**src/hw/rtl/gmm_ram.sv**
```systemverilog
// ----------------------------------------------------------------------------
// gmm_ram
// generic single-write, single-read ram with registered read data
// ----------------------------------------------------------------------------
module gmm_ram #(
	parameter  int WIDTH = 16,
	parameter  int DEPTH = 64,
	localparam int AW    = $clog2(DEPTH)
) (
	input  logic             clk,
	input  logic             we,
	input  logic [AW-1:0]    waddr,
	input  logic [WIDTH-1:0] wdata,
	input  logic [AW-1:0]    raddr,
	output logic [WIDTH-1:0] rdata
);

	logic [WIDTH-1:0] mem_q [DEPTH];
	logic [WIDTH-1:0] rdata_q;

	always_ff @(posedge clk) begin
		if (we) begin
			mem_q[waddr] <= wdata;
		end
		rdata_q <= mem_q[raddr];
	end

	assign rdata = rdata_q;

endmodule

```
**config.mk**
```make
export PLATFORM = sky130hd
export DESIGN_NAME = gmm_ram
export DESIGN_NICKNAME = d
export VERILOG_FILES = /design/src/hw/rtl/gmm_ram.sv
export SDC_FILE = /design/constraint.sdc
export NUM_CORES = 1
export LEC_CHECK = 0
export ABC_AREA = 1
export BUFFER_PORTS_ARGS = -buffer_cell sky130_fd_sc_hd__buf_2
export CORE_MARGIN = 10
export CORE_UTILIZATION = 31
export CTS_CLUSTER_SIZE = 30
export DETAILED_ROUTE_END_ITERATION = 10
export PLACE_DENSITY = 0.48
export SLEW_MARGIN = 20
export SYNTH_ARGS = -nofsm -noshare
export SYNTH_HDL_FRONTEND = slang
export SYNTH_SLANG_ARGS = --single-unit
```
**constraint.sdc**
```tcl
create_clock -name clk -period 2.6 [get_ports clk]
set_input_delay 0.26 -clock clk [delete_from_list [all_inputs] [get_ports clk]]
set_output_delay 0.26 -clock clk [all_outputs]
set_load 0.01 [all_outputs]
```
==> results_dict.tcl <==
set metrics [dict create \
    synth_area_um2 42100 \
    syn_inst 3517 \
    final_area_um2 48600 \
    antenna_found_initial 9 \
    finalSetupViolCount 0 \
    nNetsFinal 3674 \
    die_h_um 389 \
    synth_most_common_cell "nand2_1" \
    fillers 13200 \
    firstDrtPassIters 6 \
    routed_wl_mm 127 \
    worst_pin_slew_ns 0.757 \
    grt_usage_pct 16.5 \
    hpwl_mm 74.5 \
    num_vias 27100 \
    period_share_pct 66.1 \
    wire_per_inst_um 22.9 \
    yosys.area_share.simple_pct 22.7 \
    rrSetupSlack_ns 0.90 \
    ir_drop_mv 0.534 \
    io_pins 46 \
    synth.mux.area_fraction_pct 0 \
    synth_area_leaders "edfxtp_1 73%, nand2_1 12%, nand3_1 10%, buf_2 1.3%, buf_6 1.3%" \
    synth_xor_area_share_pct 0 \
    start_util_pct 31.2 \
    clock_skew_ns 0.0307 \
    dieArea_um2 151000 \
    period_needed_ns 1.72 \
    fmax_mhz 582 \
    synthFlopType "edfxtp_1" \
    synthAdderAreaFrac_pct 0 \
    cts_setup_buffers 0 \
    drt_iter0_drc 2370 \
    cp-start-kind "input port" \
    clockBufferDepth 3 \
    rows 135 \
    numClockSinks 1040 \
    core_um2 135000 \
    synth-seq-cells 1040 \
    final_hold_viol_count 0 \
    synth-compound-area-share_pct 0 \
    rsz0062_at_grt "false" \
    worst_slack_ns 0.881 \
    synth_top_family_by_area "simple AND/OR/NAND/NOR gates" \
    max_slew_margin_pct 49.5 \
    viasPerCell 4.91 \
    worstSetupPathType "in -> reg" \
    drc 0 \
    synth.largest_area_cell "edfxtp_1" \
    h-tree-depth 3 \
    grt_overflow_total 0 \
    p_leak_uw 0.0174 \
    grt_pass1_vias 26300 \
    slew_viol_final 0 \
    place_area_um2 45200 \
    port_buffers 45 \
    place_ws_ns 0.139 \
    postSynth.asyncResetShare_pct 0 \
    drive_above_1_share_pct 11.0 \
    synth_commonest_cells "1296 x nand2_1, 1024 x edfxtp_1, 871 x nand3_1" \
    numCtsBuffers 111 \
    yosys_warnings 0 \
    cts_root_buf "clkbuf_16" \
    ant_nets 0 \
    synthDistinctLibCells 16 \
    synth_edf_count 1024 \
    p_per_area_nw_per_um2 742 \
    cts_tree "done" \
    fin_util_pct 36.0 \
    area_growth_pct 15.5 \
    whs_ns 0.0481 \
    synth.top_cell.area_share_pct 73.0 \
    grt_max_degree 71 \
    cp.required_ns 3.24 \
    clk_pin_slew_worst_paths_ns 0.06 \
    syn-num-nets 3547 \
    die-width_um 389 \
    yosysSeqAreaShare_pct 73.8 \
    grt_first_pass_wirelength_mm 186 \
    max_cap_viol_count 0 \
    avgSynthCellArea_um2 12.0 \
    cp_max_fo 70 \
    gp_congestion 0.798 \
    tns_ns 0 \
    min_path_type "in -> reg" \
    outcome "finished clean" \
    clock_latency_ns 0.73 \
    cp-end-kind "flop" \
    arrival_ns 2.36 \
]
[cell families after synthesis]
kind of cell  Yosys count
simple gates         2240
buf+inv               237
flops                1040
[placed cells by master, fill, tap and decap left out, types with 2 or more instances in the layout]
master	count
nor4_2	8
buf_12	40
buf_4	151
inv_1	8
nor2_1	38
buf_2	42
clkbuf_1	31
dlygate4sd3_1	3
dfxtp_1	16
clkinv_2	17
inv_6	4
clkbuf_8	2
nand2_1	1296
buf_8	2
clkbuf_16	112
nand3_1	871
diode_2	8
inv_16	3
nor2_2	18
nand4_1	9
clkinv_1	32
edfxtp_1	1024
bufinv_16	5
[registers in the layout (all words and copies together), names as in the netlist]
register and cells:
mem_q 1024, rdata 16
[final cells by class]
cell class	instances	area, um^2	area share, %
multi-input combinational	2240	9640	19.8
sequential	1040	31100	63.9
antenna	8	20.0	0.0412
tap	1781	2230	4.58
inverter	12	71.3	0.147
clock buffer	145	2950	6.06
timing repair buffer	239	2220	4.56
clock inverter	62	455	0.936
[worst max-delay path, cell delays in order]
cell,delay (ns)
buf_8,0.15
inv_16,0.25
buf_12,0.28
buf_4,0.27
nand2_1,0.07
nand3_1,0.07
nand3_1,0.08
nand2_1,0.10
nand2_1,0.05
nand3_1,0.13
nand3_1,0.31
nand2_1,0.28
[metrics by stage]
step                      cells  power (uW)
after floorplan            3517       20200
after global placement     5309       21400
after detailed placement   5309       21400
after CTS                  5519       36400
after global routing       5519       37300
final                      5527       36100
[report_power, final]
part           internal [uW]  switching, uW  total (uW)
clock network           8460           6630       15100
registers              18600           53.0       18600
logic                    634           1760        2400
total                  27600           8450       36100
[what timing repair did]
item / CTS / global route
gates resized for setup: 0 / 0
hold buffers: 3 / 0
endpoints found under the hold margin: 21 / 0
[final timing paths]
kind         cells past startpoint            to         start
min reg2reg                      8      rdata[2]  mem_q[56][2]
min                              1  mem_q[15][8]      wdata[8]
max reg2reg                      8      rdata[3]  mem_q[15][3]
max                             12     rdata[15]      raddr[0]
[metal layers]
| metal | vias up | wire (um) | track usage (%) |
|---|---|---|---|
| li1 | 12700 | - | - |
| met1 | 13600 | 57500 | 23.0 |
| met2 | 682 | 59400 | 26.4 |
| met3 | 162 | 7150 | 3.06 |
| met4 | 8 | 2530 | 3.87 |
| met5 | - | 49 | 0 |
(Power assumes the default switching activity.)
