File: config.mk
export PLATFORM = sky130hd
export DESIGN_NAME = gmm_mac
export DESIGN_NICKNAME = d
export VERILOG_FILES = /design/src/hw/rtl/gmm_pkg.sv /design/src/hw/rtl/gmm_mac.sv
export SDC_FILE = /design/constraint.sdc
export NUM_CORES = 2
export LEC_CHECK = 0
export BUFFER_PORTS_ARGS = -buffer_cell sky130_fd_sc_hd__buf_2
export CAP_MARGIN = 40
export CORE_MARGIN = 5
export CORE_UTILIZATION = 60
export CTS_CLUSTER_SIZE = 30
export DETAILED_ROUTE_END_ITERATION = 10
export PLACE_DENSITY = 0.86
export REMOVE_ABC_BUFFERS = 1
export SLEW_MARGIN = 5
export SYNTH_ARGS = -nofsm -noshare
export SYNTH_HDL_FRONTEND = slang
export SYNTH_SLANG_ARGS = --single-unit
File: constraint.sdc
create_clock -name clk -period 9.51 [get_ports clk]
set_input_delay 1.4265 -clock clk [delete_from_list [all_inputs] [get_ports clk]]
set_output_delay 1.4265 -clock clk [all_outputs]
set_load 0.01 [all_outputs]
File: src/hw/rtl/gmm_pkg.sv
// ----------------------------------------------------------------------------
// gmm_pkg
// shared types, widths and codes of the gemm block
// ----------------------------------------------------------------------------
package gmm_pkg;

	localparam int MAX_DIM     = 8;
	localparam int DIM_W       = 4;
	localparam int ADDR_W      = 6;
	localparam int DATA_W      = 16;
	localparam int ADRP_W      = 2 * DIM_W;
	// exact sum of up to eight a*b products
	localparam int SUM_W       = 36;
	localparam int ACC_W       = SUM_W + DATA_W;
	localparam int RQ_W        = ACC_W - 16;
	localparam int REG_IDX_W   = 3;
	localparam int APB_ADDR_W  = REG_IDX_W + 2;
	localparam int APB_DATA_W  = 32;

	localparam logic [DIM_W-1:0]         RST_DIM   = DIM_W'(MAX_DIM);
	localparam logic signed [DATA_W-1:0] RST_ALPHA = 16'sd256;
	localparam logic signed [DATA_W-1:0] RST_BETA  = 16'sd0;

	typedef enum logic [1:0] {
		ACT_WR_A    = 2'd0,
		ACT_WR_B    = 2'd1,
		ACT_WR_C    = 2'd2,
		ACT_COMPUTE = 2'd3
	} action_t;

	localparam logic [REG_IDX_W-1:0] REG_TRANSPOSE_A = 3'd0;
	localparam logic [REG_IDX_W-1:0] REG_TRANSPOSE_B = 3'd1;
	localparam logic [REG_IDX_W-1:0] REG_ROWS_M      = 3'd2;
	localparam logic [REG_IDX_W-1:0] REG_COLS_N      = 3'd3;
	localparam logic [REG_IDX_W-1:0] REG_INNER_K     = 3'd4;
	localparam logic [REG_IDX_W-1:0] REG_ALPHA_GAIN  = 3'd5;
	localparam logic [REG_IDX_W-1:0] REG_BETA_GAIN   = 3'd6;

	typedef enum logic [1:0] {
		OP_NONE,
		OP_AB,
		OP_ALPHA,
		OP_BETA
	} op_kind_t;

	typedef struct packed {
		logic                     transpose_a;
		logic                     transpose_b;
		logic [DIM_W-1:0]         rows_m;
		logic [DIM_W-1:0]         cols_n;
		logic [DIM_W-1:0]         inner_k;
		logic signed [DATA_W-1:0] alpha_gain;
		logic signed [DATA_W-1:0] beta_gain;
	} cfg_t;

	typedef struct packed {
		logic     issue;
		op_kind_t kind;
		logic     acc_clr;
		logic     emit;
	} mac_ctrl_t;

	typedef struct packed {
		logic pending;
	} mac_stat_t;

endpackage

File: src/hw/rtl/gmm_mac.sv
// ----------------------------------------------------------------------------
// gmm_mac
// shared multiplier and accumulator with rounding and saturation
// ----------------------------------------------------------------------------
module gmm_mac import gmm_pkg::*; (
	input  logic                     clk,
	input  logic                     arst_n,
	input  cfg_t                     cfg,
	input  mac_ctrl_t                ctrl,
	input  logic signed [DATA_W-1:0] a_rdata,
	input  logic signed [DATA_W-1:0] b_rdata,
	input  logic signed [DATA_W-1:0] c_rdata,
	output mac_stat_t                stat,
	output logic signed [DATA_W-1:0] result,
	output logic signed [DATA_W-1:0] out_value
);

	localparam logic signed [ACC_W-1:0] RND_HALF = ACC_W'(32768);
	localparam logic signed [RQ_W-1:0]  Q_MAX    = {{(RQ_W-16){1'b0}}, 16'h7FFF};
	localparam logic signed [RQ_W-1:0]  Q_MIN    = {{(RQ_W-16){1'b1}}, 16'h8000};

	logic                     v_s1, v_s2;
	op_kind_t                 kind_s1, kind_s2;
	logic signed [SUM_W-1:0]  opa;
	logic signed [DATA_W-1:0] opb;
	logic signed [ACC_W-1:0]  prod_s2;
	logic signed [ACC_W-1:0]  acc_q;
	logic signed [ACC_W-1:0]  rnd;
	logic signed [RQ_W-1:0]   rq;
	logic signed [DATA_W-1:0] out_value_q;

	// operand select, ram data is valid in stage 1
	always_comb begin
		case (kind_s1)
			OP_AB: begin
				opa = {{(SUM_W-DATA_W){a_rdata[DATA_W-1]}}, a_rdata};
				opb = b_rdata;
			end
			OP_ALPHA: begin
				opa = acc_q[SUM_W-1:0];
				opb = cfg.alpha_gain;
			end
			OP_BETA: begin
				opa = {{(SUM_W-DATA_W){c_rdata[DATA_W-1]}}, c_rdata};
				opb = cfg.beta_gain;
			end
			default: begin
				opa = '0;
				opb = '0;
			end
		endcase
	end

	always_ff @(posedge clk or negedge arst_n) begin
		if (!arst_n) begin
			v_s1    <= 1'b0;
			v_s2    <= 1'b0;
			kind_s1 <= OP_NONE;
			kind_s2 <= OP_NONE;
		end else begin
			v_s1    <= ctrl.issue;
			v_s2    <= v_s1;
			kind_s1 <= ctrl.kind;
			kind_s2 <= kind_s1;
		end
	end

	always_ff @(posedge clk) begin
		prod_s2 <= opa * opb;
		if (ctrl.acc_clr) begin
			acc_q <= '0;
		end else if (v_s2) begin
			case (kind_s2)
				OP_AB:    acc_q <= acc_q + prod_s2;
				OP_ALPHA: acc_q <= prod_s2;
				OP_BETA:  acc_q <= acc_q + (prod_s2 <<< 8);
				default:  acc_q <= acc_q;
			endcase
		end
		if (ctrl.emit) begin
			out_value_q <= result;
		end
	end

	// round half up, drop 16 fraction bits, clamp to 16 bits
	always_comb begin
		rnd = acc_q + RND_HALF;
		rq  = rnd[ACC_W-1:16];
		if (rq > Q_MAX) begin
			result = 16'sh7FFF;
		end else if (rq < Q_MIN) begin
			result = 16'sh8000;
		end else begin
			result = rq[DATA_W-1:0];
		end
	end

	assign stat.pending = v_s1 | v_s2;
	assign out_value    = out_value_q;

endmodule

==> results.cfg <==
[outcome]
run_status = finished, final reports clean

[synthesis]
synthCells = 3814
syn_area_per_cell_um2 = 8.18
synth-warning-count = 0
synth_top_cells_by_count = sky130_fd_sc_hd__inv_1, sky130_fd_sc_hd__fa_1, sky130_fd_sc_hd__nand2_1
yosys.area.top_type = sky130_fd_sc_hd__fa_1
seq_area_frac_synth_pct = 8.69
post_synth_instance_area_mm2 = 0.0312
async_flop_share_pct = 4.76
synth_cell_type_count = 86
yosys.area.top_type_share_pct = 34.9
synth_flop_cell = sky130_fd_sc_hd__dfxtp_1
synth_edf_count = 16
synth_seq_cells = 126
synthMostInstantiatedCell = sky130_fd_sc_hd__inv_1
ys_top_cells_by_area = sky130_fd_sc_hd__fa_1, sky130_fd_sc_hd__ha_1, sky130_fd_sc_hd__inv_1, sky130_fd_sc_hd__dfxtp_1, sky130_fd_sc_hd__nand2_1

[cts]
max-clock-path-buffers = 2
ctsHtreeMaxLevel = 4
clk_pin_slew_ns = 0.06
cts.sink_count = 126
cts-resized-gates = 0
cts_tree = built
cts-buffers-inserted = 17
cts_hold_buf = 0
cts.root.buffer_cell = sky130_fd_sc_hd__clkbuf_16
cts_setup_buffers = 0
clock_latency_late_sink_ns = 0.44

[critical_path]
regToRegEndpoint = prod_s2[51]
cp_slowest_stage_delay_ns = 0.57
r2r-start = kind_s1[1]
arr_time_crit_path_ns = 9.03
startpoint_type = primary input
reg2reg_depth = 24
end_kind = flip-flop
worst-endpoint-required_ns = 9.83
setup.worst_path.class = primary input to flip-flop
worst_path_max_delay_cell = sky130_fd_sc_hd__fa_1
r2r_setup_slack_ns = 0.92
path_max_fanout = 16
cp_common_cell = sky130_fd_sc_hd__fa_1

[detailed_routing]
drt_iter0_markers = 2707
drc = 0
firstDrtPassIters = 6
route.vias.total = 28300
vias_per_cell = 6.19
antenna_left = 0
route.final.wire_length_mm = 101
detail_route.wl_per_cell_um = 22.0

[final_layout]
fill_cells = 4274
areaGrowthSynthToFinish_pct = 7.13
fin_util_pct = 65.0
post_route_cells_drive_above_1_share_pct = 8.60
finalNetCount = 4746

[sta]
setup_violations = 0
fin_worst_hold_slack_ns = 0.375
tightest_slew_ns = 0.935
max_freq_mhz = 115
rsz0062_at_grt = false
report.final.hold_viol_count = 0
min_period_ns = 8.71
timing.final.max_slew_violations = 0
skew_ns = 0.00810
timing.slew.headroom_pct = 37.0
finalSetupTns_ns = 0
timing.final.crit_share_pct = 91.6

[global_routing]
largest_net_degree_at_the_start_of_global_routing = 84
grt_util_all_layers_pct = 35.4
first_global_vias = 28300
first_pass_grt_wire_length_mm = 158
grt.overflow.total = 0
initial_antenna_violation_count = 2

[min_path]
min_path_cells = 0
hold_start = v_s1
worstHoldEndpoint = v_s2
worst_hold_path_type = flip-flop to flip-flop

[floorplanning]
height_of_the_die_um = 238
die_area_mm2 = 0.0567
floorplan.initialDensity_pct = 60.7
core_area_mm2 = 0.0514
fp-row-count = 83
top_level_ports = 134
die_w_um = 238

[place]
final_weighted_congestion_in_routability_driven_placement = 1.08
dp_hpwl_mm = 83.1
io_buffers = 119

[run]
max_cap_violations = 0
-- cells in the final DEF, fill, tap and decap left out, types with 47 or more instances in the layout --
master / netlist / routed
sky130_fd_sc_hd__dfxtp_1: 104 / 104
sky130_fd_sc_hd__a21o_1: 72 / 72
sky130_fd_sc_hd__nand2_1: 455 / 455
sky130_fd_sc_hd__nor3_1: 47 / 47
sky130_fd_sc_hd__o21ai_0: 111 / 111
sky130_fd_sc_hd__xor2_1: 47 / 47
sky130_fd_sc_hd__xnor2_1: 101 / 101
sky130_fd_sc_hd__a21oi_1: 220 / 217
sky130_fd_sc_hd__ha_1: 220 / 218
sky130_fd_sc_hd__nor2_1: 401 / 399
sky130_fd_sc_hd__inv_1: 698 / 698
sky130_fd_sc_hd__buf_4: 2 / 87
sky130_fd_sc_hd__buf_2: 10 / 121
sky130_fd_sc_hd__fa_1: 544 / 544
-- metrics by stage --
step,instances,area [µm²],setup slack (ns)
after CTS,4574,33400,0.982
after global routing,4574,33400,0.344
final,4579,33400,0.803
after global placement,4537,32800,0.697
after floorplan,3649,30600,-2.02
after detailed placement,4542,32800,0.532
-- critical path: cells and delay by family --
kind	cells	cell delay, ns
and+or+nand+nor	6	1.57
AOI/OAI and AO/OA	6	1.60
buffers and inverters	7	0.68
xor gates and xnor gates	1	0.13
adders and majority gates	7	3.43
muxes	1	0.19
-- layout make-up --
| class | count | area [µm²] | share of cell area (%) |
|---|---|---|---|
| multi-input cells | 2823 | 25300 | 75.6 |
| inverters | 700 | 2630 | 7.86 |
| clock inverters | 11 | 130 | 0.389 |
| flip-flops and latches | 126 | 2720 | 8.13 |
| diodes | 5 | 12.5 | 0.0374 |
| clock buffers | 21 | 485 | 1.45 |
| repair buffers | 213 | 1340 | 4.01 |
| well taps | 680 | 851 | 2.54 |
-- routing by layer --
| metal | track usage, % | wire, µm | share of wire, % |
|---|---|---|---|
| met5 | 0 | 7 | 0.0070 |
| met4 | 23.5 | 8980 | 8.9 |
| met3 | 8.70 | 10100 | 10 |
| met2 | 56.3 | 45500 | 45 |
| met1 | 42.9 | 35900 | 36 |
-- cell families (layout without fill, tap and decap cells) --
kind of cell             after synthesis  count (layout)  synth area share, %
AND/OR/NAND/NOR                     1140            1140                 15.9
buffers and inverters                865             945                 10.5
adder cells (fa/ha/maj)              764             764                 43.7
AO/OA/AOI/OAI                        723             723                 15.3
XOR/XNOR                             148             148                 4.15
flip-flops                           126             126                 8.69
multiplexers                          48              48                 1.66
other                                  0               5                    0
-- flip-flops by register name (all words and copies together) (netlist names) --
name,count
v_s1,1
kind_s2,2
v_s2,1
kind_s1,2
prod_s2,52
acc_q,52
out_value,16
-- how the worst max path moves through the flow --
stage,start,endpoint,slack (ns),cells past startpoint
after detailed placement,a_rdata[15],prod_s2[51],0.53,28
after global routing,c_rdata[15],prod_s2[51],0.34,27
after floorplan,kind_s1[0],prod_s2[50],-2.02,23
final,a_rdata[15],prod_s2[51],0.80,28
after CTS,a_rdata[15],prod_s2[51],0.98,28
after global placement,c_rdata[15],prod_s2[51],0.70,28
Power is left out: the tool's default activity adds up to more than one toggle a clock period on the data nets, which glitch-free logic cannot reach.
