==> src/hw/rtl/gmm_pkg.sv <==
// ----------------------------------------------------------------------------
// gmm_pkg
// shared types, widths and codes of the gemm block
// ----------------------------------------------------------------------------
package gmm_pkg;

	localparam int MAX_DIM     = 8;
	localparam int DIM_W       = 4;
	localparam int ADDR_W      = 6;
	localparam int DATA_W      = 16;
	localparam int ADRP_W      = 2 * DIM_W;
	// exact sum of up to eight a*b products
	localparam int SUM_W       = 36;
	localparam int ACC_W       = SUM_W + DATA_W;
	localparam int RQ_W        = ACC_W - 16;
	localparam int REG_IDX_W   = 3;
	localparam int APB_ADDR_W  = REG_IDX_W + 2;
	localparam int APB_DATA_W  = 32;

	localparam logic [DIM_W-1:0]         RST_DIM   = DIM_W'(MAX_DIM);
	localparam logic signed [DATA_W-1:0] RST_ALPHA = 16'sd256;
	localparam logic signed [DATA_W-1:0] RST_BETA  = 16'sd0;

	typedef enum logic [1:0] {
		ACT_WR_A    = 2'd0,
		ACT_WR_B    = 2'd1,
		ACT_WR_C    = 2'd2,
		ACT_COMPUTE = 2'd3
	} action_t;

	localparam logic [REG_IDX_W-1:0] REG_TRANSPOSE_A = 3'd0;
	localparam logic [REG_IDX_W-1:0] REG_TRANSPOSE_B = 3'd1;
	localparam logic [REG_IDX_W-1:0] REG_ROWS_M      = 3'd2;
	localparam logic [REG_IDX_W-1:0] REG_COLS_N      = 3'd3;
	localparam logic [REG_IDX_W-1:0] REG_INNER_K     = 3'd4;
	localparam logic [REG_IDX_W-1:0] REG_ALPHA_GAIN  = 3'd5;
	localparam logic [REG_IDX_W-1:0] REG_BETA_GAIN   = 3'd6;

	typedef enum logic [1:0] {
		OP_NONE,
		OP_AB,
		OP_ALPHA,
		OP_BETA
	} op_kind_t;

	typedef struct packed {
		logic                     transpose_a;
		logic                     transpose_b;
		logic [DIM_W-1:0]         rows_m;
		logic [DIM_W-1:0]         cols_n;
		logic [DIM_W-1:0]         inner_k;
		logic signed [DATA_W-1:0] alpha_gain;
		logic signed [DATA_W-1:0] beta_gain;
	} cfg_t;

	typedef struct packed {
		logic     issue;
		op_kind_t kind;
		logic     acc_clr;
		logic     emit;
	} mac_ctrl_t;

	typedef struct packed {
		logic pending;
	} mac_stat_t;

endpackage

==> src/hw/rtl/gmm_seq.sv <==
// ----------------------------------------------------------------------------
// gmm_seq
// sequencer walking rows, columns and the inner dimension
// ----------------------------------------------------------------------------
module gmm_seq import gmm_pkg::*; (
	input  logic              clk,
	input  logic              arst_n,
	input  logic              start,
	input  logic [1:0]        action,
	input  cfg_t              cfg,
	input  mac_stat_t         stat,
	output mac_ctrl_t         ctrl,
	output logic              busy,
	output logic [ADDR_W-1:0] a_raddr,
	output logic [ADDR_W-1:0] b_raddr,
	output logic [ADDR_W-1:0] c_addr,
	output logic              valid,
	output logic [ADDR_W-1:0] out_index,
	output logic              last
);

	typedef enum logic [2:0] {
		S_IDLE,
		S_ELEM,
		S_AB,
		S_DRAIN_AB,
		S_ALPHA,
		S_BETA,
		S_DRAIN_END,
		S_EMIT
	} state_t;

	state_t            state_q;
	logic [DIM_W-1:0]  i_q, j_q, t_q;
	logic [DIM_W-1:0]  m_q, n_q, k_q;
	logic              ta_q, tb_q;
	logic              valid_q, last_q;
	logic [ADDR_W-1:0] out_index_q;
	logic [DIM_W-1:0]  m_c, n_c, k_c;
	logic [ADRP_W-1:0] a_full, b_full, c_full;

	function automatic logic [DIM_W-1:0] clamp_dim(input logic [DIM_W-1:0] d);
		return (d > DIM_W'(MAX_DIM)) ? DIM_W'(MAX_DIM) : d;
	endfunction

	assign m_c = clamp_dim(cfg.rows_m);
	assign n_c = clamp_dim(cfg.cols_n);
	assign k_c = clamp_dim(cfg.inner_k);

	// flat addresses, leading dimension follows the transpose flags
	always_comb begin
		a_full = ta_q ? (ADRP_W'(t_q) * ADRP_W'(m_q) + ADRP_W'(i_q))
		              : (ADRP_W'(i_q) * ADRP_W'(k_q) + ADRP_W'(t_q));
		b_full = tb_q ? (ADRP_W'(j_q) * ADRP_W'(k_q) + ADRP_W'(t_q))
		              : (ADRP_W'(t_q) * ADRP_W'(n_q) + ADRP_W'(j_q));
		c_full = ADRP_W'(i_q) * ADRP_W'(n_q) + ADRP_W'(j_q);
	end

	assign a_raddr = a_full[ADDR_W-1:0];
	assign b_raddr = b_full[ADDR_W-1:0];
	assign c_addr  = c_full[ADDR_W-1:0];

	always_comb begin
		ctrl.issue   = 1'b0;
		ctrl.kind    = OP_NONE;
		ctrl.acc_clr = (state_q == S_ELEM);
		ctrl.emit    = (state_q == S_EMIT);
		case (state_q)
			S_AB: begin
				ctrl.issue = 1'b1;
				ctrl.kind  = OP_AB;
			end
			S_ALPHA: begin
				ctrl.issue = 1'b1;
				ctrl.kind  = OP_ALPHA;
			end
			S_BETA: begin
				ctrl.issue = 1'b1;
				ctrl.kind  = OP_BETA;
			end
			default: begin
				ctrl.issue = 1'b0;
				ctrl.kind  = OP_NONE;
			end
		endcase
	end

	always_ff @(posedge clk or negedge arst_n) begin
		if (!arst_n) begin
			state_q     <= S_IDLE;
			i_q         <= '0;
			j_q         <= '0;
			t_q         <= '0;
			m_q         <= '0;
			n_q         <= '0;
			k_q         <= '0;
			ta_q        <= 1'b0;
			tb_q        <= 1'b0;
			valid_q     <= 1'b0;
			last_q      <= 1'b0;
			out_index_q <= '0;
		end else begin
			// strobe for exactly the cycle after an emit
			valid_q <= (state_q == S_EMIT);
			case (state_q)
				S_IDLE: begin
					if (start && action == ACT_COMPUTE) begin
						m_q  <= m_c;
						n_q  <= n_c;
						k_q  <= k_c;
						ta_q <= cfg.transpose_a;
						tb_q <= cfg.transpose_b;
						i_q  <= '0;
						j_q  <= '0;
						// an empty result matrix emits nothing
						if (m_c != '0 && n_c != '0) begin
							state_q <= S_ELEM;
						end
					end
				end
				S_ELEM: begin
					t_q     <= '0;
					state_q <= (k_q == '0) ? S_ALPHA : S_AB;
				end
				S_AB: begin
					if (t_q == k_q - DIM_W'(1)) begin
						state_q <= S_DRAIN_AB;
					end else begin
						t_q <= t_q + DIM_W'(1);
					end
				end
				S_DRAIN_AB: begin
					if (!stat.pending) begin
						state_q <= S_ALPHA;
					end
				end
				S_ALPHA: begin
					state_q <= S_BETA;
				end
				S_BETA: begin
					state_q <= S_DRAIN_END;
				end
				S_DRAIN_END: begin
					if (!stat.pending) begin
						state_q <= S_EMIT;
					end
				end
				S_EMIT: begin
					out_index_q <= c_addr;
					last_q      <= (i_q == m_q - DIM_W'(1)) && (j_q == n_q - DIM_W'(1));
					if (j_q == n_q - DIM_W'(1)) begin
						j_q <= '0;
						if (i_q == m_q - DIM_W'(1)) begin
							state_q <= S_IDLE;
						end else begin
							i_q     <= i_q + DIM_W'(1);
							state_q <= S_ELEM;
						end
					end else begin
						j_q     <= j_q + DIM_W'(1);
						state_q <= S_ELEM;
					end
				end
				default: begin
					state_q <= S_IDLE;
				end
			endcase
		end
	end

	assign busy      = (state_q != S_IDLE);
	assign valid     = valid_q;
	assign out_index = out_index_q;
	assign last      = last_q;

endmodule

==> config.mk <==
export PLATFORM = sky130hd
export DESIGN_NAME = gmm_seq
export DESIGN_NICKNAME = d
export VERILOG_FILES = /design/src/hw/rtl/gmm_pkg.sv /design/src/hw/rtl/gmm_seq.sv
export SDC_FILE = /design/constraint.sdc
export NUM_CORES = 1
export LEC_CHECK = 0
export BUFFER_PORTS_ARGS = -buffer_cell sky130_fd_sc_hd__buf_4
export CAP_MARGIN = 0
export CORE_MARGIN = 2
export CORE_UTILIZATION = 50
export DETAILED_ROUTE_END_ITERATION = 16
export PLACE_DENSITY = 0.82
export SKIP_CTS_REPAIR_TIMING = 1
export SYNTH_ARGS = -nofsm -noshare
export SYNTH_HDL_FRONTEND = slang
export SYNTH_SLANG_ARGS = --single-unit
==> constraint.sdc <==
create_clock -name clk -period 4.5 [get_ports clk]
set_input_delay 0.675 -clock clk [delete_from_list [all_inputs] [get_ports clk]]
set_output_delay 0.675 -clock clk [all_outputs]
set_load 0.05 [all_outputs]
==> impl_metrics.csv, run 1 <==
group,metric,value,unit
status,status,"complete, no violations",
die,ios,84,
flow_run,cap_violations,0,
yosys,yosys_most_used_dff,"dfrtp_1",
timing,period_needed,4330,ps
yosys,synth_seq_cells,37,
cts,cts_sinks,37,
cts,insertion_delay,290,ps
timing,setup_viol,0,
worst_setup_path,worstPathRequired,3830,ps
cells_and_area,multi_input_area,0.00321,sq mm
detailed_routing,final_antenna_net_count,0,
worst_setup_path,worstSetupStartpoint,"i_q[1]",
detailed_routing,routed_wl,10600,microns
cells_and_area,drive_above_1_share,0.193,
worst_setup_path,crit_top_cell,"fa_1",
cells_and_area,regArea,936,sq um
detailed_routing,viasPerCell,5.45,
timing,setup_tns,0,ps
timing,slew_viol_final,0,
place,finalWeightedCongestion,0.870,
yosys,synth_edf_count,0,
cts,cts-root-buf,"clkbuf_8",
cts,clk_path_buf_depth,2,
worst_setup_path,cp-end-kind,"output port",
worst_setup_path,slowest_delay,510,ps
global_route,grt_use_total,0.220,
yosys,netlist_instances,507,
yosys,syn-cell-area,0.00452,sq mm
detailed_routing,drt_iter0_markers,195,
worst_setup_path,slowest_stage,"fa_1",
yosys,avgSynthCellArea,8.92,sq um
worst_setup_path,timing_worst_setup_path_type,"reg2out",
global_route,antenna_found_initial,0,
detailed_routing,routedWlPerCell,15.7,microns
timing,fin_hold_ws,347,ps
die,die_h,99.1,microns
timing,fin_crit_sh,0.962,
place,io_buffers,51,
cts,cts_htree_levels,2,
worst_setup_path,crit_buf_inv,3,
global_route,overflow,0,
detailed_routing,vias,3662,
yosys,synth_fp_nets,651,
cells_and_area,syn_to_final_growth,15.1,%
die,row_count,34,
worst_setup_path,critPathTopFamily,"adder cells",
timing,rsz0062_at_grt,"false",
timing,finalClockSkew,10.4,ps
global_route,grt_pass1_wl,17700,microns
yosys,synth_warnings,0,
cells_and_area,nFillCells,740,
yosys,ys_seq_area_frac,0.205,
cells_and_area,n_antenna_cell,0,
die,coreArea,0.00876,sq mm
min_path,hp-class,"in2async",
cells_and_area,fin_nets,707,
die,die_area,0.00982,sq mm
die,fp.dieW,99.1,microns
worst_setup_path,r2r-start,"i_q[2]",
worst_setup_path,start_kind,"register",
cts,clkTransAtPathRegs,80,ps
cts,tritoncts,"yes",
worst_setup_path,cp.arrival,3650,ps
global_route,grt_pass1_vias,3869,
cts,numCtsBuffers,5,
timing,max_freq,231,MHz
detailed_routing,drt_first_pass_iters,4,
timing,worst_pin_slew,746,ps
worst_setup_path,rrSetupSlack,1060,ps
detailed_routing,drc,0,
place,dpl.hpwl,8330,microns
cells_and_area,utilization,0.594,
global_route,grt_max_degree,38,
worst_setup_path,worstPathCellList,"buf_12 > nand2_1 > fa_1 > fa_1 > fa_1 > inv_1 > ha_1 > a21o_1 > a21oi_1 > xnor2_1 > mux2i_2 > buf_4",
timing,hold_viol,0,
yosys,postSynth.asyncResetShare,1.00,
die,start_util,0.516,
timing,max_slew_margin,0.499,
yosys,yosys.cell_types.count,43,
worst_setup_path,worst-path-max-fanout,5,
## state kept, by name, summed over array words and instances (netlist names)
signal / cells
m_q: 4
valid: 1
last: 1
ta_q: 1
i_q: 4
tb_q: 1
n_q: 4
k_q: 4
state_q: 3
t_q: 4
out_index: 6
j_q: 4
## worst register-to-register path, cell delays in order (launching register included)
cell and delay [ps]:
dfrtp_2 490, nand2_1 120, fa_1 480, fa_1 530, fa_1 530, inv_1 50
ha_1 330, nor2b_1 140, o21ai_0 140, nand2b_1 120, xnor2_2 150, mux2_2 260
## cell usage after synthesis (4+ instances only)
| cell | instances | share of area |
|---|---|---|
| a21o_1 | 10 | 0.017 |
| a21oi_1 | 13 | 0.014 |
| and2_1 | 32 | 0.044 |
| and2_2 | 6 | 0.010 |
| buf_6 | 7 | 0.017 |
| clkbuf_1 | 14 | 0.012 |
| dfrtp_1 | 37 | 0.20 |
| fa_1 | 30 | 0.13 |
| ha_1 | 62 | 0.17 |
| inv_1 | 64 | 0.053 |
| mux2_2 | 6 | 0.015 |
| mux2i_1 | 6 | 0.013 |
| nand2_1 | 82 | 0.068 |
| nand3_1 | 7 | 0.0077 |
| nand3b_1 | 9 | 0.015 |
| nor2_1 | 15 | 0.012 |
| nor4_1 | 4 | 0.0055 |
| o21ai_0 | 13 | 0.014 |
| o31ai_1 | 4 | 0.0066 |
| xnor2_1 | 38 | 0.074 |
| xor2_1 | 14 | 0.027 |
## worst paths after layout
kind	cells past startpoint	endpoint
setup reg to reg	11	out_index[5]
hold / removal	1	i_q[2]
hold reg to reg	2	out_index[2]
max in group asynchronous	1	i_q[0]
min in group clk	2	out_index[2]
setup / recovery	12	a_raddr[5]
## cells by family after synthesis
logic type,count (synthesis),synth area share
xor+xnor,55,0.113
flops,37,0.205
compound gates,48,0.0675
buf+inv,89,0.0869
mux,12,0.0282
simple gates,173,0.193
fa+ha+maj,93,0.307
## cells in the final DEF (no fill, tap or decap), types with 3 or more instances in the layout
cell,count
a21o_1,10
a21oi_1,13
and2_1,32
and2_2,6
buf_4,72
clkbuf_8,6
dfrtp_1,29
dfrtp_2,8
fa_1,30
ha_1,62
inv_1,64
mux2_2,6
mux2i_1,5
nand2_1,82
nand3_1,7
nand3b_1,9
nor2_1,15
nor2b_1,3
nor3_1,3
nor4_1,4
o21ai_0,11
o31ai_1,4
or4_1,3
xnor2_1,37
xor2_1,14
## final cells by class
cell class | instances | area share
repair buffers | 73 | 0.108
well taps | 108 | 0.0260
flip-flops and latches | 37 | 0.180
clock inverters | 1 | 0.00577
clock buffers | 7 | 0.0166
multi-input cells | 381 | 0.617
inverters | 65 | 0.0469
## routing by layer
layer / vias to the layer above / track usage / wire length (microns)
met5: - / 0 / 0
met4: 0 / 0.0653 / 241
met3: 27 / 0.0277 / 607
met2: 126 / 0.410 / 5460
met1: 1778 / 0.264 / 4250
li1: 1731 / - / -
## through the flow
step	std cells	instance area, sq um	setup WS [ps]
floorplan	507	4520	15.9
global placement	656	5000	432
detailed placement	656	5000	328
CTS	664	5110	-3.65
global route	672	5200	2.74
finish	672	5200	172
Power of run 1 is not shown: default switching activity piles up to over one toggle a cycle in this logic, so the estimate is an artifact.
==> run 2, diff against run 1 <==
CORE_ASPECT_RATIO = 0.6   (was default)
==> impl_metrics.csv, run 2 (synthesis gave the netlist of run 1 again) <==
group,metric,value,unit
global_route,overflow,0,
detailed_routing,routedWlPerCell,15.6,microns
worst_setup_path,cp-end-kind,"output port",
die,start_util,0.522,
die,die_h,77.7,microns
timing,setup_viol,0,
die,fp.dieW,127,microns
worst_setup_path,slowest_stage,"fa_1",
timing,rsz0062_at_grt,"false",
worst_setup_path,cp.arrival,3640,ps
die,ios,84,
timing,hold_viol,0,
cts,insertion_delay,290,ps
flow_run,cap_violations,0,
cells_and_area,final_common_cell,"nand2_1",
status,status,"complete, no violations",
worst_setup_path,crit_buf_inv,2,
worst_setup_path,worstPathCellList,"nand2_1 > fa_1 > fa_1 > fa_1 > inv_1 > ha_1 > a21o_1 > a21oi_1 > xnor2_1 > mux2i_2 > buf_4",
global_route,grt_use_total,0.226,
place,finalWeightedCongestion,0.906,
worst_setup_path,critPathTopFamily,"adder cells",
cells_and_area,drive_above_1_share,0.180,
global_route,grt_max_degree,38,
min_path,hp-class,"in2async",
global_route,grt_pass1_wl,17600,microns
timing,slew_viol_final,0,
cts,cts-root-buf,"clkbuf_16",
detailed_routing,viasPerCell,5.30,
cells_and_area,regArea,935,sq um
cts,clk_path_buf_depth,2,
cells_and_area,final_cell_mix,"nand2_1, inv_1, buf_4",
place,io_buffers,51,
place,dpl.hpwl,8290,microns
timing,worst_pin_slew,588,ps
global_route,grt_pass1_vias,3555,
timing,max_slew_margin,0.604,
worst_setup_path,timing_worst_setup_path_type,"reg2out",
cells_and_area,n_antenna_cell,0,
die,coreArea,0.00865,sq mm
cells_and_area,nFillCells,733,
detailed_routing,routed_wl,10400,microns
die,row_count,26,
detailed_routing,drt_iter0_markers,259,
timing,max_freq,232,MHz
cts,cts_sinks,37,
worst_setup_path,slowest_delay,520,ps
worst_setup_path,worstPathRequired,3830,ps
timing,fin_hold_ws,350,ps
detailed_routing,final_antenna_net_count,0,
cells_and_area,multi_input_area,0.00321,sq mm
timing,fin_crit_sh,0.960,
worst_setup_path,worst-path-max-fanout,7,
cts,clkTransAtPathRegs,60,ps
cts,cts_htree_levels,2,
worst_setup_path,critical_path_depth,11,
detailed_routing,drt_first_pass_iters,4,
worst_setup_path,reg2reg_depth,11,
cts,tritoncts,"yes",
global_route,antenna_found_initial,0,
timing,setup_tns,0,ps
worst_setup_path,start_kind,"register",
detailed_routing,drc,0,
timing,finalClockSkew,5.28,ps
cells_and_area,syn_to_final_growth,14.8,%
detailed_routing,vias,3539,
worst_setup_path,crit_top_cell,"fa_1",
cells_and_area,fin_nets,699,
cells_and_area,largest_reg_flops,6,
cts,numCtsBuffers,5,
timing,period_needed,4320,ps
die,die_area,0.00984,sq mm
## run 2: cell count changes in the layout (fill, tap and decap cells not counted), sizes merged
cell,before,now
buf,73,65
clkinv,1,2
clkbuf,7,6
## run 2: final timing paths
check,start,endpoint,slack (ps)
setup / recovery,t_q[1],a_raddr[5],180
hold / removal,arst_n,out_index[5],350
setup reg to reg,i_q[1],out_index[5],1070
hold reg to reg,out_index[1],out_index[1],480
max in group asynchronous,arst_n,k_q[3],3770
min in group clk,out_index[1],out_index[1],480
## run 2: stage by stage
stage               setup WS (ps)   util  instance area, sq um  cells
finish                        180  0.600                  5190    668
global route                0.439  0.600                  5190    668
CTS                          87.6  0.597                  5160    667
detailed placement            396  0.577                  5000    659
global placement              431  0.577                  5000    659
floorplan                    15.9      -                  4520    507
## run 2: area by class of cell
cell class                      instances  share of cell area
Clock buffer                            6              0.0248
Clock inverter                          2             0.00747
Multi-Input combinational cell        381               0.619
Tap cell                              112              0.0270
Inverter                               65              0.0470
Timing Repair Buffer                   65              0.0947
Sequential cell                        37               0.180
## run 2: worst register-to-register path: cells and delay by family, from the launching register on
kind | cells | cell delay, ps
buffers and inverters | 1 | 40
XOR/XNOR | 1 | 160
flip-flops | 1 | 470
AO/OA/AOI/OAI | 1 | 150
multiplexers | 1 | 270
AND/OR/NAND/NOR | 3 | 360
adder cells (fa/ha/maj) | 4 | 1870
## run 2: per-layer routing
metal / track usage / routed length, microns
met5: 0 / 0
met4: 0.0396 / 50
met3: 0.0579 / 826
met2: 0.350 / 4470
met1: 0.325 / 5060
Power of run 2 is left out for the same reason.
